$ cat config.mk
export PLATFORM = sky130hd
export DESIGN_NAME = motor_servo_pwm_command_mapper_unit
export DESIGN_NICKNAME = d
export VERILOG_FILES = /design/src/rtl/core/mspcm_pkg.sv /design/src/rtl/core/mspcm_decode.sv /design/src/rtl/core/mspcm_scale.sv /design/src/rtl/core/mspcm_ticks.sv /design/src/rtl/core/mspcm_emit.sv /design/src/rtl/core/motor_servo_pwm_command_mapper_unit.sv
export VERILOG_INCLUDE_DIRS = /design/src /design/src/rtl/core
export SDC_FILE = /design/constraint.sdc
export NUM_CORES = 1
export LEC_CHECK = 0
export BUFFER_PORTS_ARGS = -buffer_cell sky130_fd_sc_hd__clkbuf_2
export CAP_MARGIN = 25
export CORE_MARGIN = 2
export CORE_UTILIZATION = 60
export DETAILED_ROUTE_END_ITERATION = 10
export GPL_TIMING_DRIVEN = 0
export HOLD_SLACK_MARGIN = 0.1
export PLACE_DENSITY = 0.86
export SLEW_MARGIN = 20
export SYNTH_ARGS = -nofsm -noshare
export SYNTH_HDL_FRONTEND = slang
export SYNTH_SLANG_ARGS = --single-unit
export TNS_END_PERCENT = 20
$ cat constraint.sdc
create_clock -name clock -period 14.6 [get_ports clock]
set_clock_uncertainty 0.2 [all_clocks]
set_input_delay 2.19 -clock clock [delete_from_list [all_inputs] [get_ports clock]]
set_output_delay 2.19 -clock clock [all_outputs]
set_load 0.005 [all_outputs]
$ cat src/rtl/core/motor_servo_pwm_command_mapper_unit_macros.svh
// Assertion macros for the servo and motor PWM command mapper.
// Included by the top level; depends on nothing else.
`ifndef MOTOR_SERVO_PWM_COMMAND_MAPPER_UNIT_MACROS_SVH
`define MOTOR_SERVO_PWM_COMMAND_MAPPER_UNIT_MACROS_SVH

// Implication in the same cycle, checked outside reset.
`define MSPCM_ASSERT_SAME(label, clk, rst, ante, cons, msg) \
   label: assert property (@(posedge clk) disable iff (rst) (ante) |-> (cons)) else $error(msg);

// Implication in the next cycle, checked outside reset.
`define MSPCM_ASSERT_NEXT(label, clk, rst, ante, cons, msg) \
   label: assert property (@(posedge clk) disable iff (rst) (ante) |=> (cons)) else $error(msg);

`endif

$ cat src/rtl/core/mspcm_pkg.sv
// Shared types, constants and channel tables for the PWM command mapper.
// No dependencies; every RTL module imports this package.
`default_nettype none

package mspcm_pkg;

   typedef enum logic [1:0] {
      KIND_MOTOR        = 2'd0,
      KIND_SERVO_STD    = 2'd1,
      KIND_SERVO_NARROW = 2'd2,
      KIND_PULSE        = 2'd3
   } kind_type;

   localparam int ChanWidth  = 4;
   localparam int OffWidth   = 12;
   localparam int IdWidth    = 8;
   localparam int ValueWidth = 16;
   localparam int NumWidth   = 17;

   localparam int SpeedLimit   = 100;
   localparam int AngleMax     = 180;
   localparam int PulseMax     = 20000;
   localparam int StdBaseUs    = 500;
   localparam int NarrowBaseUs = 1000;

   // 4095/100 reduces to 819/20, 2000/180 to 100/9 and 1000/180 to 50/9.
   localparam int MotorScale  = 819;
   localparam int StdScale    = 100;
   localparam int NarrowScale = 50;

   // Reciprocals, rounded up, exact over the operand ranges used here.
   localparam int Recip20      = 104858;
   localparam int Recip20Shift = 21;
   localparam int Recip9       = 29128;
   localparam int Recip9Shift  = 18;
   // 128/625 scaled by 2**23, rounded up.
   localparam int TickRecip    = 1717987;
   localparam int TickShift    = 23;

   // The meaning of num changes from stage to stage: clamped operand, scaled
   // product, quotient or pulse width, and finally the off count.
   typedef struct packed {
      kind_type               kind;
      logic [ChanWidth-1:0]   ch_first;
      logic [ChanWidth-1:0]   ch_second;
      logic                   neg;
      logic [NumWidth-1:0]    num;
   } item_type;

   function automatic logic [ChanWidth-1:0] pair_first(input logic [1:0] idx);
      logic [ChanWidth-1:0] ch;
      unique case (idx)
         2'd0: ch = 4'd0;
         2'd1: ch = 4'd2;
         2'd2: ch = 4'd5;
         default: ch = 4'd7;
      endcase
      return ch;
   endfunction

   function automatic logic [ChanWidth-1:0] pair_second(input logic [1:0] idx);
      logic [ChanWidth-1:0] ch;
      unique case (idx)
         2'd0: ch = 4'd1;
         2'd1: ch = 4'd3;
         2'd2: ch = 4'd4;
         default: ch = 4'd6;
      endcase
      return ch;
   endfunction

endpackage

`default_nettype wire

$ cat src/rtl/core/mspcm_decode.sv
// First pipeline stage: command decode, target check and operand clamping.
// Depends on mspcm_pkg.
`default_nettype none

module mspcm_decode
   import mspcm_pkg::*;
(
   input  wire logic                         clock,
   input  wire logic                         reset,
   input  wire logic                         hold,
   input  wire logic                         start,
   input  wire logic [1:0]                   req_type,
   input  wire logic [IdWidth-1:0]           req_target_id,
   input  wire logic signed [ValueWidth-1:0] req_value,
   output      logic                         valid,
   output      item_type                     item
);

   logic     valid_ff, valid_in;
   item_type item_ff, item_in;
   kind_type kind;
   logic     id_motor_ok;
   logic     id_chan_ok;
   logic [1:0] pair_idx;

   always_comb begin
      kind        = kind_type'(req_type);
      id_motor_ok = (req_target_id >= 8'd1) && (req_target_id <= 8'd4);
      id_chan_ok  = (req_target_id[7:4] == 4'd0);
      pair_idx    = 2'(req_target_id[1:0] - 2'd1);

      item_in           = '0;
      item_in.kind      = kind;
      item_in.ch_first  = req_target_id[3:0];
      item_in.ch_second = req_target_id[3:0];
      valid_in          = 1'b0;

      unique case (kind) inside
         KIND_MOTOR: begin
            valid_in          = start && id_motor_ok;
            item_in.ch_first  = pair_first(pair_idx);
            item_in.ch_second = pair_second(pair_idx);
            item_in.neg       = req_value[ValueWidth-1];
            if (req_value > $signed(16'(SpeedLimit))) begin
               item_in.num = 17'(SpeedLimit);
            end else if (req_value < $signed(-16'(SpeedLimit))) begin
               item_in.num = 17'(SpeedLimit);
            end else if (req_value[ValueWidth-1]) begin
               item_in.num = 17'((-req_value) & 16'h007F);
            end else begin
               item_in.num = 17'(req_value[6:0]);
            end
         end
         KIND_SERVO_STD, KIND_SERVO_NARROW: begin
            valid_in = start && id_chan_ok;
            if (req_value[ValueWidth-1]) begin
               item_in.num = '0;
            end else if (req_value > $signed(16'(AngleMax))) begin
               item_in.num = 17'(AngleMax);
            end else begin
               item_in.num = 17'(req_value[7:0]);
            end
         end
         default: begin
            valid_in = start && id_chan_ok;
            if (req_value[ValueWidth-1]) begin
               item_in.num = '0;
            end else if (req_value > $signed(16'(PulseMax))) begin
               item_in.num = 17'(PulseMax);
            end else begin
               item_in.num = 17'(req_value[14:0]);
            end
         end
      endcase
   end

   always_ff @(posedge clock) begin
      if (reset) begin
         valid_ff <= 1'b0;
      end else if (!hold) begin
         valid_ff <= valid_in;
      end
   end

   always_ff @(posedge clock) begin
      if (!hold) begin
         item_ff <= item_in;
      end
   end

   assign valid = valid_ff;
   assign item  = item_ff;

endmodule

`default_nettype wire

$ cat src/rtl/core/mspcm_scale.sv
// Stages two to four: constant scaling, reciprocal division and servo offset.
// Depends on mspcm_pkg.
`default_nettype none

module mspcm_scale
   import mspcm_pkg::*;
(
   input  wire logic     clock,
   input  wire logic     reset,
   input  wire logic     hold,
   input  wire logic     in_valid,
   input  wire item_type in_item,
   output      logic     out_valid,
   output      item_type out_item
);

   logic     mul_valid_ff, div_valid_ff, add_valid_ff;
   item_type mul_item_ff, mul_item_in;
   item_type div_item_ff, div_item_in;
   item_type add_item_ff, add_item_in;
   logic [33:0] motor_recip;
   logic [29:0] servo_recip;

   // Scale by the reduced numerator of each command type.
   always_comb begin
      mul_item_in = in_item;
      case (in_item.kind)
         KIND_MOTOR:        mul_item_in.num = 17'(in_item.num[6:0]) * 17'(MotorScale);
         KIND_SERVO_STD:    mul_item_in.num = 17'(in_item.num[7:0]) * 17'(StdScale);
         KIND_SERVO_NARROW: mul_item_in.num = 17'(in_item.num[7:0]) * 17'(NarrowScale);
         default:           mul_item_in.num = in_item.num;
      endcase
   end

   // Divide by 20 (motor) or 9 (servo) through a rounded-up reciprocal.
   always_comb begin
      motor_recip = 34'(mul_item_ff.num) * 34'(Recip20);
      servo_recip = 30'(mul_item_ff.num[14:0]) * 30'(Recip9);
      div_item_in = mul_item_ff;
      case (mul_item_ff.kind) inside
         KIND_MOTOR:
            div_item_in.num = 17'(motor_recip[Recip20Shift +: OffWidth]);
         KIND_SERVO_STD, KIND_SERVO_NARROW:
            div_item_in.num = 17'(servo_recip[Recip9Shift +: 11]);
         default:
            div_item_in.num = mul_item_ff.num;
      endcase
   end

   // Add the pulse base of the servo range.
   always_comb begin
      add_item_in = div_item_ff;
      case (div_item_ff.kind)
         KIND_SERVO_STD:    add_item_in.num = div_item_ff.num + 17'(StdBaseUs);
         KIND_SERVO_NARROW: add_item_in.num = div_item_ff.num + 17'(NarrowBaseUs);
         default:           add_item_in.num = div_item_ff.num;
      endcase
   end

   always_ff @(posedge clock) begin
      if (reset) begin
         mul_valid_ff <= 1'b0;
         div_valid_ff <= 1'b0;
         add_valid_ff <= 1'b0;
      end else if (!hold) begin
         mul_valid_ff <= in_valid;
         div_valid_ff <= mul_valid_ff;
         add_valid_ff <= div_valid_ff;
      end
   end

   always_ff @(posedge clock) begin
      if (!hold) begin
         mul_item_ff <= mul_item_in;
         div_item_ff <= div_item_in;
         add_item_ff <= add_item_in;
      end
   end

   assign out_valid = add_valid_ff;
   assign out_item  = add_item_ff;

endmodule

`default_nettype wire

$ cat src/rtl/core/mspcm_ticks.sv
// Stage five: pulse width in microseconds to 12-bit off count.
// Depends on mspcm_pkg.
`default_nettype none

module mspcm_ticks
   import mspcm_pkg::*;
(
   input  wire logic     clock,
   input  wire logic     reset,
   input  wire logic     hold,
   input  wire logic     in_valid,
   input  wire item_type in_item,
   output      logic     out_valid,
   output      item_type out_item
);

   logic        valid_ff;
   item_type    item_ff, item_in;
   logic [35:0] tick_prod;

   // Ticks are floor(us * 128 / 625); keeping only twelve bits masks the count.
   always_comb begin
      tick_prod = 36'(in_item.num[14:0]) * 36'(TickRecip);
      item_in   = in_item;
      if (in_item.kind != KIND_MOTOR) begin
         item_in.num = 17'(tick_prod[TickShift +: OffWidth]);
      end
   end

   always_ff @(posedge clock) begin
      if (reset) begin
         valid_ff <= 1'b0;
      end else if (!hold) begin
         valid_ff <= in_valid;
      end
   end

   always_ff @(posedge clock) begin
      if (!hold) begin
         item_ff <= item_in;
      end
   end

   assign out_valid = valid_ff;
   assign out_item  = item_ff;

endmodule

`default_nettype wire

$ cat src/rtl/core/mspcm_emit.sv
// Output stage: shows one write per cycle and splits motor commands in two.
// Depends on mspcm_pkg.
`default_nettype none

module mspcm_emit
   import mspcm_pkg::*;
(
   input  wire logic                 clock,
   input  wire logic                 reset,
   input  wire logic                 in_valid,
   input  wire item_type             in_item,
   output      logic                 hold,
   output      logic                 rsp_strobe,
   output      logic [ChanWidth-1:0] rsp_channel,
   output      logic [OffWidth-1:0]  rsp_off_count,
   output      logic                 rsp_last_write
);

   logic     valid_ff;
   logic     second_ff, second_in;
   item_type item_ff;
   logic     motor;
   logic [OffWidth-1:0] duty;

   assign motor = (item_ff.kind == KIND_MOTOR);
   assign duty  = item_ff.num[OffWidth-1:0];

   // The first half of a motor command keeps the whole pipeline in place.
   assign hold      = valid_ff && motor && !second_ff;
   assign second_in = hold;

   always_ff @(posedge clock) begin
      if (reset) begin
         valid_ff  <= 1'b0;
         second_ff <= 1'b0;
      end else begin
         second_ff <= second_in;
         if (!hold) begin
            valid_ff <= in_valid;
         end
      end
   end

   always_ff @(posedge clock) begin
      if (!hold) begin
         item_ff <= in_item;
      end
   end

   always_comb begin
      rsp_strobe     = valid_ff;
      rsp_last_write = !motor || second_ff;
      if (second_ff) begin
         rsp_channel   = item_ff.ch_second;
         rsp_off_count = item_ff.neg ? duty : '0;
      end else begin
         rsp_channel   = item_ff.ch_first;
         rsp_off_count = (motor && item_ff.neg) ? '0 : duty;
      end
   end

endmodule

`default_nettype wire

$ cat src/rtl/core/motor_servo_pwm_command_mapper_unit.sv
// Top level of the motor and servo PWM command mapper.
// Depends on mspcm_pkg, mspcm_decode, mspcm_scale, mspcm_ticks, mspcm_emit and
// the assertion macro header.
//
//   Channel    Ports                                       Handshake
//   request    req_type, req_target_id, req_value          start high, busy low
//   result     rsp_channel, rsp_off_count, rsp_last_write  rsp_strobe, one cycle
//
// A request is taken at any clock edge at which start is high and busy is low.
// Its first result is shown once it has passed six registers: decode, scaling,
// reciprocal division, servo offset, tick conversion and the output register.
// Servo and raw pulse requests give at most one result and run at one request
// per cycle while no motor request holds the pipeline. A motor request gives
// two results through the single result port, so busy is high for the one
// cycle in which its first write is shown, and the whole pipeline holds in
// place for that cycle.
// Reset is synchronous and clears every valid bit; the receiver cannot stall.
`default_nettype none

`include "motor_servo_pwm_command_mapper_unit_macros.svh"

module motor_servo_pwm_command_mapper_unit
   import mspcm_pkg::*;
(
   input  wire logic                         clock,
   input  wire logic                         reset,
   input  wire logic                         start,
   output      logic                         busy,
   input  wire logic [1:0]                   req_type,
   input  wire logic [IdWidth-1:0]           req_target_id,
   input  wire logic signed [ValueWidth-1:0] req_value,
   output      logic                         rsp_strobe,
   output      logic [ChanWidth-1:0]         rsp_channel,
   output      logic [OffWidth-1:0]          rsp_off_count,
   output      logic                         rsp_last_write
);

   logic     hold;
   logic     dec_valid, scl_valid, tck_valid;
   item_type dec_item, scl_item, tck_item;

   // Requests are refused only while a motor request shows its first write.
   assign busy = hold;

   mspcm_decode u_decode (
      .clock         (clock),
      .reset         (reset),
      .hold          (hold),
      .start         (start),
      .req_type      (req_type),
      .req_target_id (req_target_id),
      .req_value     (req_value),
      .valid         (dec_valid),
      .item          (dec_item)
   );

   mspcm_scale u_scale (
      .clock     (clock),
      .reset     (reset),
      .hold      (hold),
      .in_valid  (dec_valid),
      .in_item   (dec_item),
      .out_valid (scl_valid),
      .out_item  (scl_item)
   );

   mspcm_ticks u_ticks (
      .clock     (clock),
      .reset     (reset),
      .hold      (hold),
      .in_valid  (scl_valid),
      .in_item   (scl_item),
      .out_valid (tck_valid),
      .out_item  (tck_item)
   );

   mspcm_emit u_emit (
      .clock          (clock),
      .reset          (reset),
      .in_valid       (tck_valid),
      .in_item        (tck_item),
      .hold           (hold),
      .rsp_strobe     (rsp_strobe),
      .rsp_channel    (rsp_channel),
      .rsp_off_count  (rsp_off_count),
      .rsp_last_write (rsp_last_write)
   );

   // While busy, the first of two motor writes is on the result ports.
   `MSPCM_ASSERT_SAME(a_busy_first_write, clock, reset, busy, rsp_strobe && !rsp_last_write && !rsp_channel[3], "busy without a first motor write on the result ports")
   // The second motor write always follows in the very next cycle.
   `MSPCM_ASSERT_NEXT(a_busy_then_last, clock, reset, busy, rsp_strobe && rsp_last_write && !busy, "second motor write did not follow the first")
   // Only the first half of a motor request is ever shown without last_write.
   `MSPCM_ASSERT_SAME(a_first_needs_busy, clock, reset, rsp_strobe && !rsp_last_write, busy, "first write shown while the pipeline kept moving")

endmodule

`default_nettype wire

==> impl_metrics.toml <==
[yosys]
yosysSeqAreaShare_pct = 21.21
synth_top_family_by_area = "adder cells"
ys_ff_latch = 141
syn-num-nets = 2550
synth_area_leader_cell = "fa_1"
synth_compound_area_share_pct = 8.204
synthFlopType = "edfxtp_1"
synth_xor_xnor_area_share_pct = 3.034
yosysWarnings = 0
syn-cell-area_sq_um = 19630
synth_edf_count = 134
synth_mux_area_share_pct = 1.721
syn_area_per_cell_sq_um = 10.40
synthTopCellsByArea = "fa_1 25%, ha_1 25%, edfxtp_1 20%"
synth_fa_ha_area_share_pct = 49.68
netlist_instances = 1888
synth.distinct_cells = 67
synth_top_area_share_pct = 24.89
synth_simple_gate_area_share_pct = 6.559
synthArstFlopShare_pct = 0

[setup_path]
crit_start = "u_scale.mul_item_ff[7]"
start_kind = "flip-flop"
rr_startpoint = "u_scale.mul_item_ff[7]"
path_max_fanout = 10
r2r_end = "u_scale.div_item_ff[7]"
r2r_setup_slack_ps = 7650
crit_arrival_ps = 6900
path_class = "flip-flop to flip-flop"
critPathRequiredTime_ps = 14560
worst_r2r_path_depth = 20
cp-end-kind = "flip-flop"

[floorplanning]
dieHeight_microns = 184.9
start_util_pct = 60.64
coreArea_sq_um = 32370
dieArea_sq_um = 34180
num_io_pins = 48
rows = 66
die_w_microns = 184.9

[timing]
fin_crit_ps = 6948
hold_viol = 0
timing.final.crit_share_pct = 47.59
slew_violations = 0
timing.fmax_ghz = 0.1439
tightest_slew_ps = 797.3
relSlewSlack_pct = 46.84
final-setup-viol-count = 0
tns_ps = 0
final.setup.worst_slack_ps = 7652
rsz0062_at_grt = "no"

[final_layout]
fin_area_sq_um = 21040
ff_latch_area_sq_um = 4164
final_nets = 2616
multi_input_area_sq_um = 13590
syn2layout_area_growth_pct = 7.184
antennaDiodeCount = 0
layout_common_cells = "479 x inv_1, 389 x ha_1, 244 x fa_1"
drive_above_1_share_pct = 5.443
final_common_cell = "inv_1"
nFillCells = 2378

[global_routing]
grt_pass1_wl_microns = 72610
grt_pass1_vias = 14760
track_usage_pct = 27.36
antenna_found_initial = 0
grt_max_degree = 63
grt.overflow.total = 0

[detailed_routing]
vias = 13620
viasPerCell = 5.657
wl_microns = 43670
drtPass1Iterations = 7
drt_iter0_markers = 1025
drc_errors = 0
wl_per_cell_microns = 18.13
ant_nets = 0

[place]
dpl_cell_area_sq_um = 20470
dp_hpwl_microns = 35810
place_congestion = 0.9520
dpl_worst_slack_ps = 7719
portBuffers = 45

[cts]
post_cts_buffers = 0
cts_made_buffers = 17
cts_num_sinks = 141
cts_root_buf = "clkbuf_16"
cts.clk_slew.worst_paths_ps = 60
cts_tree = "built"
post_cts_resized = 0
insertion_delay_ps = 430
htree_levels = 4
ctsHoldBuffers = 0
clockBufferDepth = 2

[job]
maxCapViolations = 0

[run_status]
status = "finished clean"

[hold_path]
holdPathStages = 0
worstHoldEndpoint = "u_ticks.out_item[22]"
hp-start = "u_scale.out_item[22]"
hp-class = "flip-flop to flip-flop"
worst max-delay path by stage:
| stage | slack [ps] | depth (start not counted) | end |
|---|---|---|---|
| CTS | 7660 | 20 | u_scale.div_item_ff[7] |
| global placement | 6800 | 4 | busy |
| detailed placement | 7720 | 20 | u_scale.div_item_ff[7] |
| floorplan | 8260 | 3 | busy |
| finish | 7650 | 20 | u_scale.div_item_ff[7] |
| global route | 7410 | 20 | u_scale.div_item_ff[7] |
layout make-up:
| cell class | instances | share of cell area (%) |
|---|---|---|
| Timing Repair Buffer | 47 | 1.332 |
| Inverter | 479 | 8.546 |
| Clock buffer | 18 | 2.040 |
| Tap cell | 442 | 2.629 |
| Multi-Input combinational cell | 1246 | 64.60 |
| Clock inverter | 13 | 0.6661 |
| Buffer | 22 | 0.3985 |
| Sequential cell | 141 | 19.79 |
per-layer routing:
| layer | part of all wire [%] | global-route usage (%) |
|---|---|---|
| met5 | 0 | 0 |
| met4 | 3.3 | 9.429 |
| met3 | 5.2 | 3.991 |
| met2 | 51 | 48.60 |
| met1 | 41 | 34.18 |
metrics by stage:
stage / utilization [%] / hold WS, ps / cells
finish: 64.99 / 212.4 / 2408
global route: 64.99 / 223.6 / 2408
CTS: 64.99 / 209.1 / 2408
detailed placement: 63.23 / 204.5 / 2377
global placement: 63.04 / 200.4 / 2375
floorplan: - / 200.3 / 1888
sequential cells by signal, summed over array words and instances (netlist names):
name                  count
u_decode.item            23
u_scale.out_item         23
u_ticks.out_item         20
u_scale.mul_item_ff      17
u_scale.div_item_ff      15
u_emit.duty              12
u_emit.item_ff            8
u_scale.add_item_in       8
u_scale.div_item_in       8
u_decode.valid            1
u_emit.rsp_strobe         1
u_emit.second_ff          1
u_scale.div_valid_ff      1
u_scale.mul_valid_ff      1
u_scale.out_valid         1
u_ticks.out_valid         1
cell usage after synthesis, types with 5 or more instances:
master,instances
edfxtp_1,134
fa_1,244
a21o_1,23
or2_2,7
xor2_1,19
a21oi_1,76
ha_1,389
a22oi_1,6
nand3_1,14
and2_1,19
mux4_2,10
mux2i_1,9
o21ai_0,59
dfxtp_1,7
or3_1,9
clkbuf_1,18
nor2b_1,14
nor3_1,19
nor2_1,67
o31ai_1,6
o21bai_1,5
nand4_1,11
xnor2_1,49
o21ai_1,7
a211oi_1,10
inv_1,479
o22ai_1,7
nand2_1,89
a31oi_1,7
o21a_1,8
worst max-delay path, stage by stage (launching register included):
cell      delay [ps]
edfxtp_1         700
ha_1             450
inv_1            100
fa_1             560
inv_1             70
fa_1             530
fa_1             560
inv_1             60
fa_1             500
fa_1             550
inv_1             50
ha_1             310
a21o_1           180
a21o_1           170
a211oi_1         260
o31a_2           320
o21ai_1          130
or4b_4           500
a31oi_2          190
xor2_1           180
a21oi_1          100
cell families after synthesis:
kind of cell	after synthesis
AND/OR/NAND/NOR	270
multiplexers	21
AO/OA/AOI/OAI	254
adder cells (fa/ha/maj)	633
flip-flops	141
buffers and inverters	501
XOR/XNOR	68
Power is not shown: default switching activity piles up to over one toggle a cycle in this logic, so the estimate is an artifact.
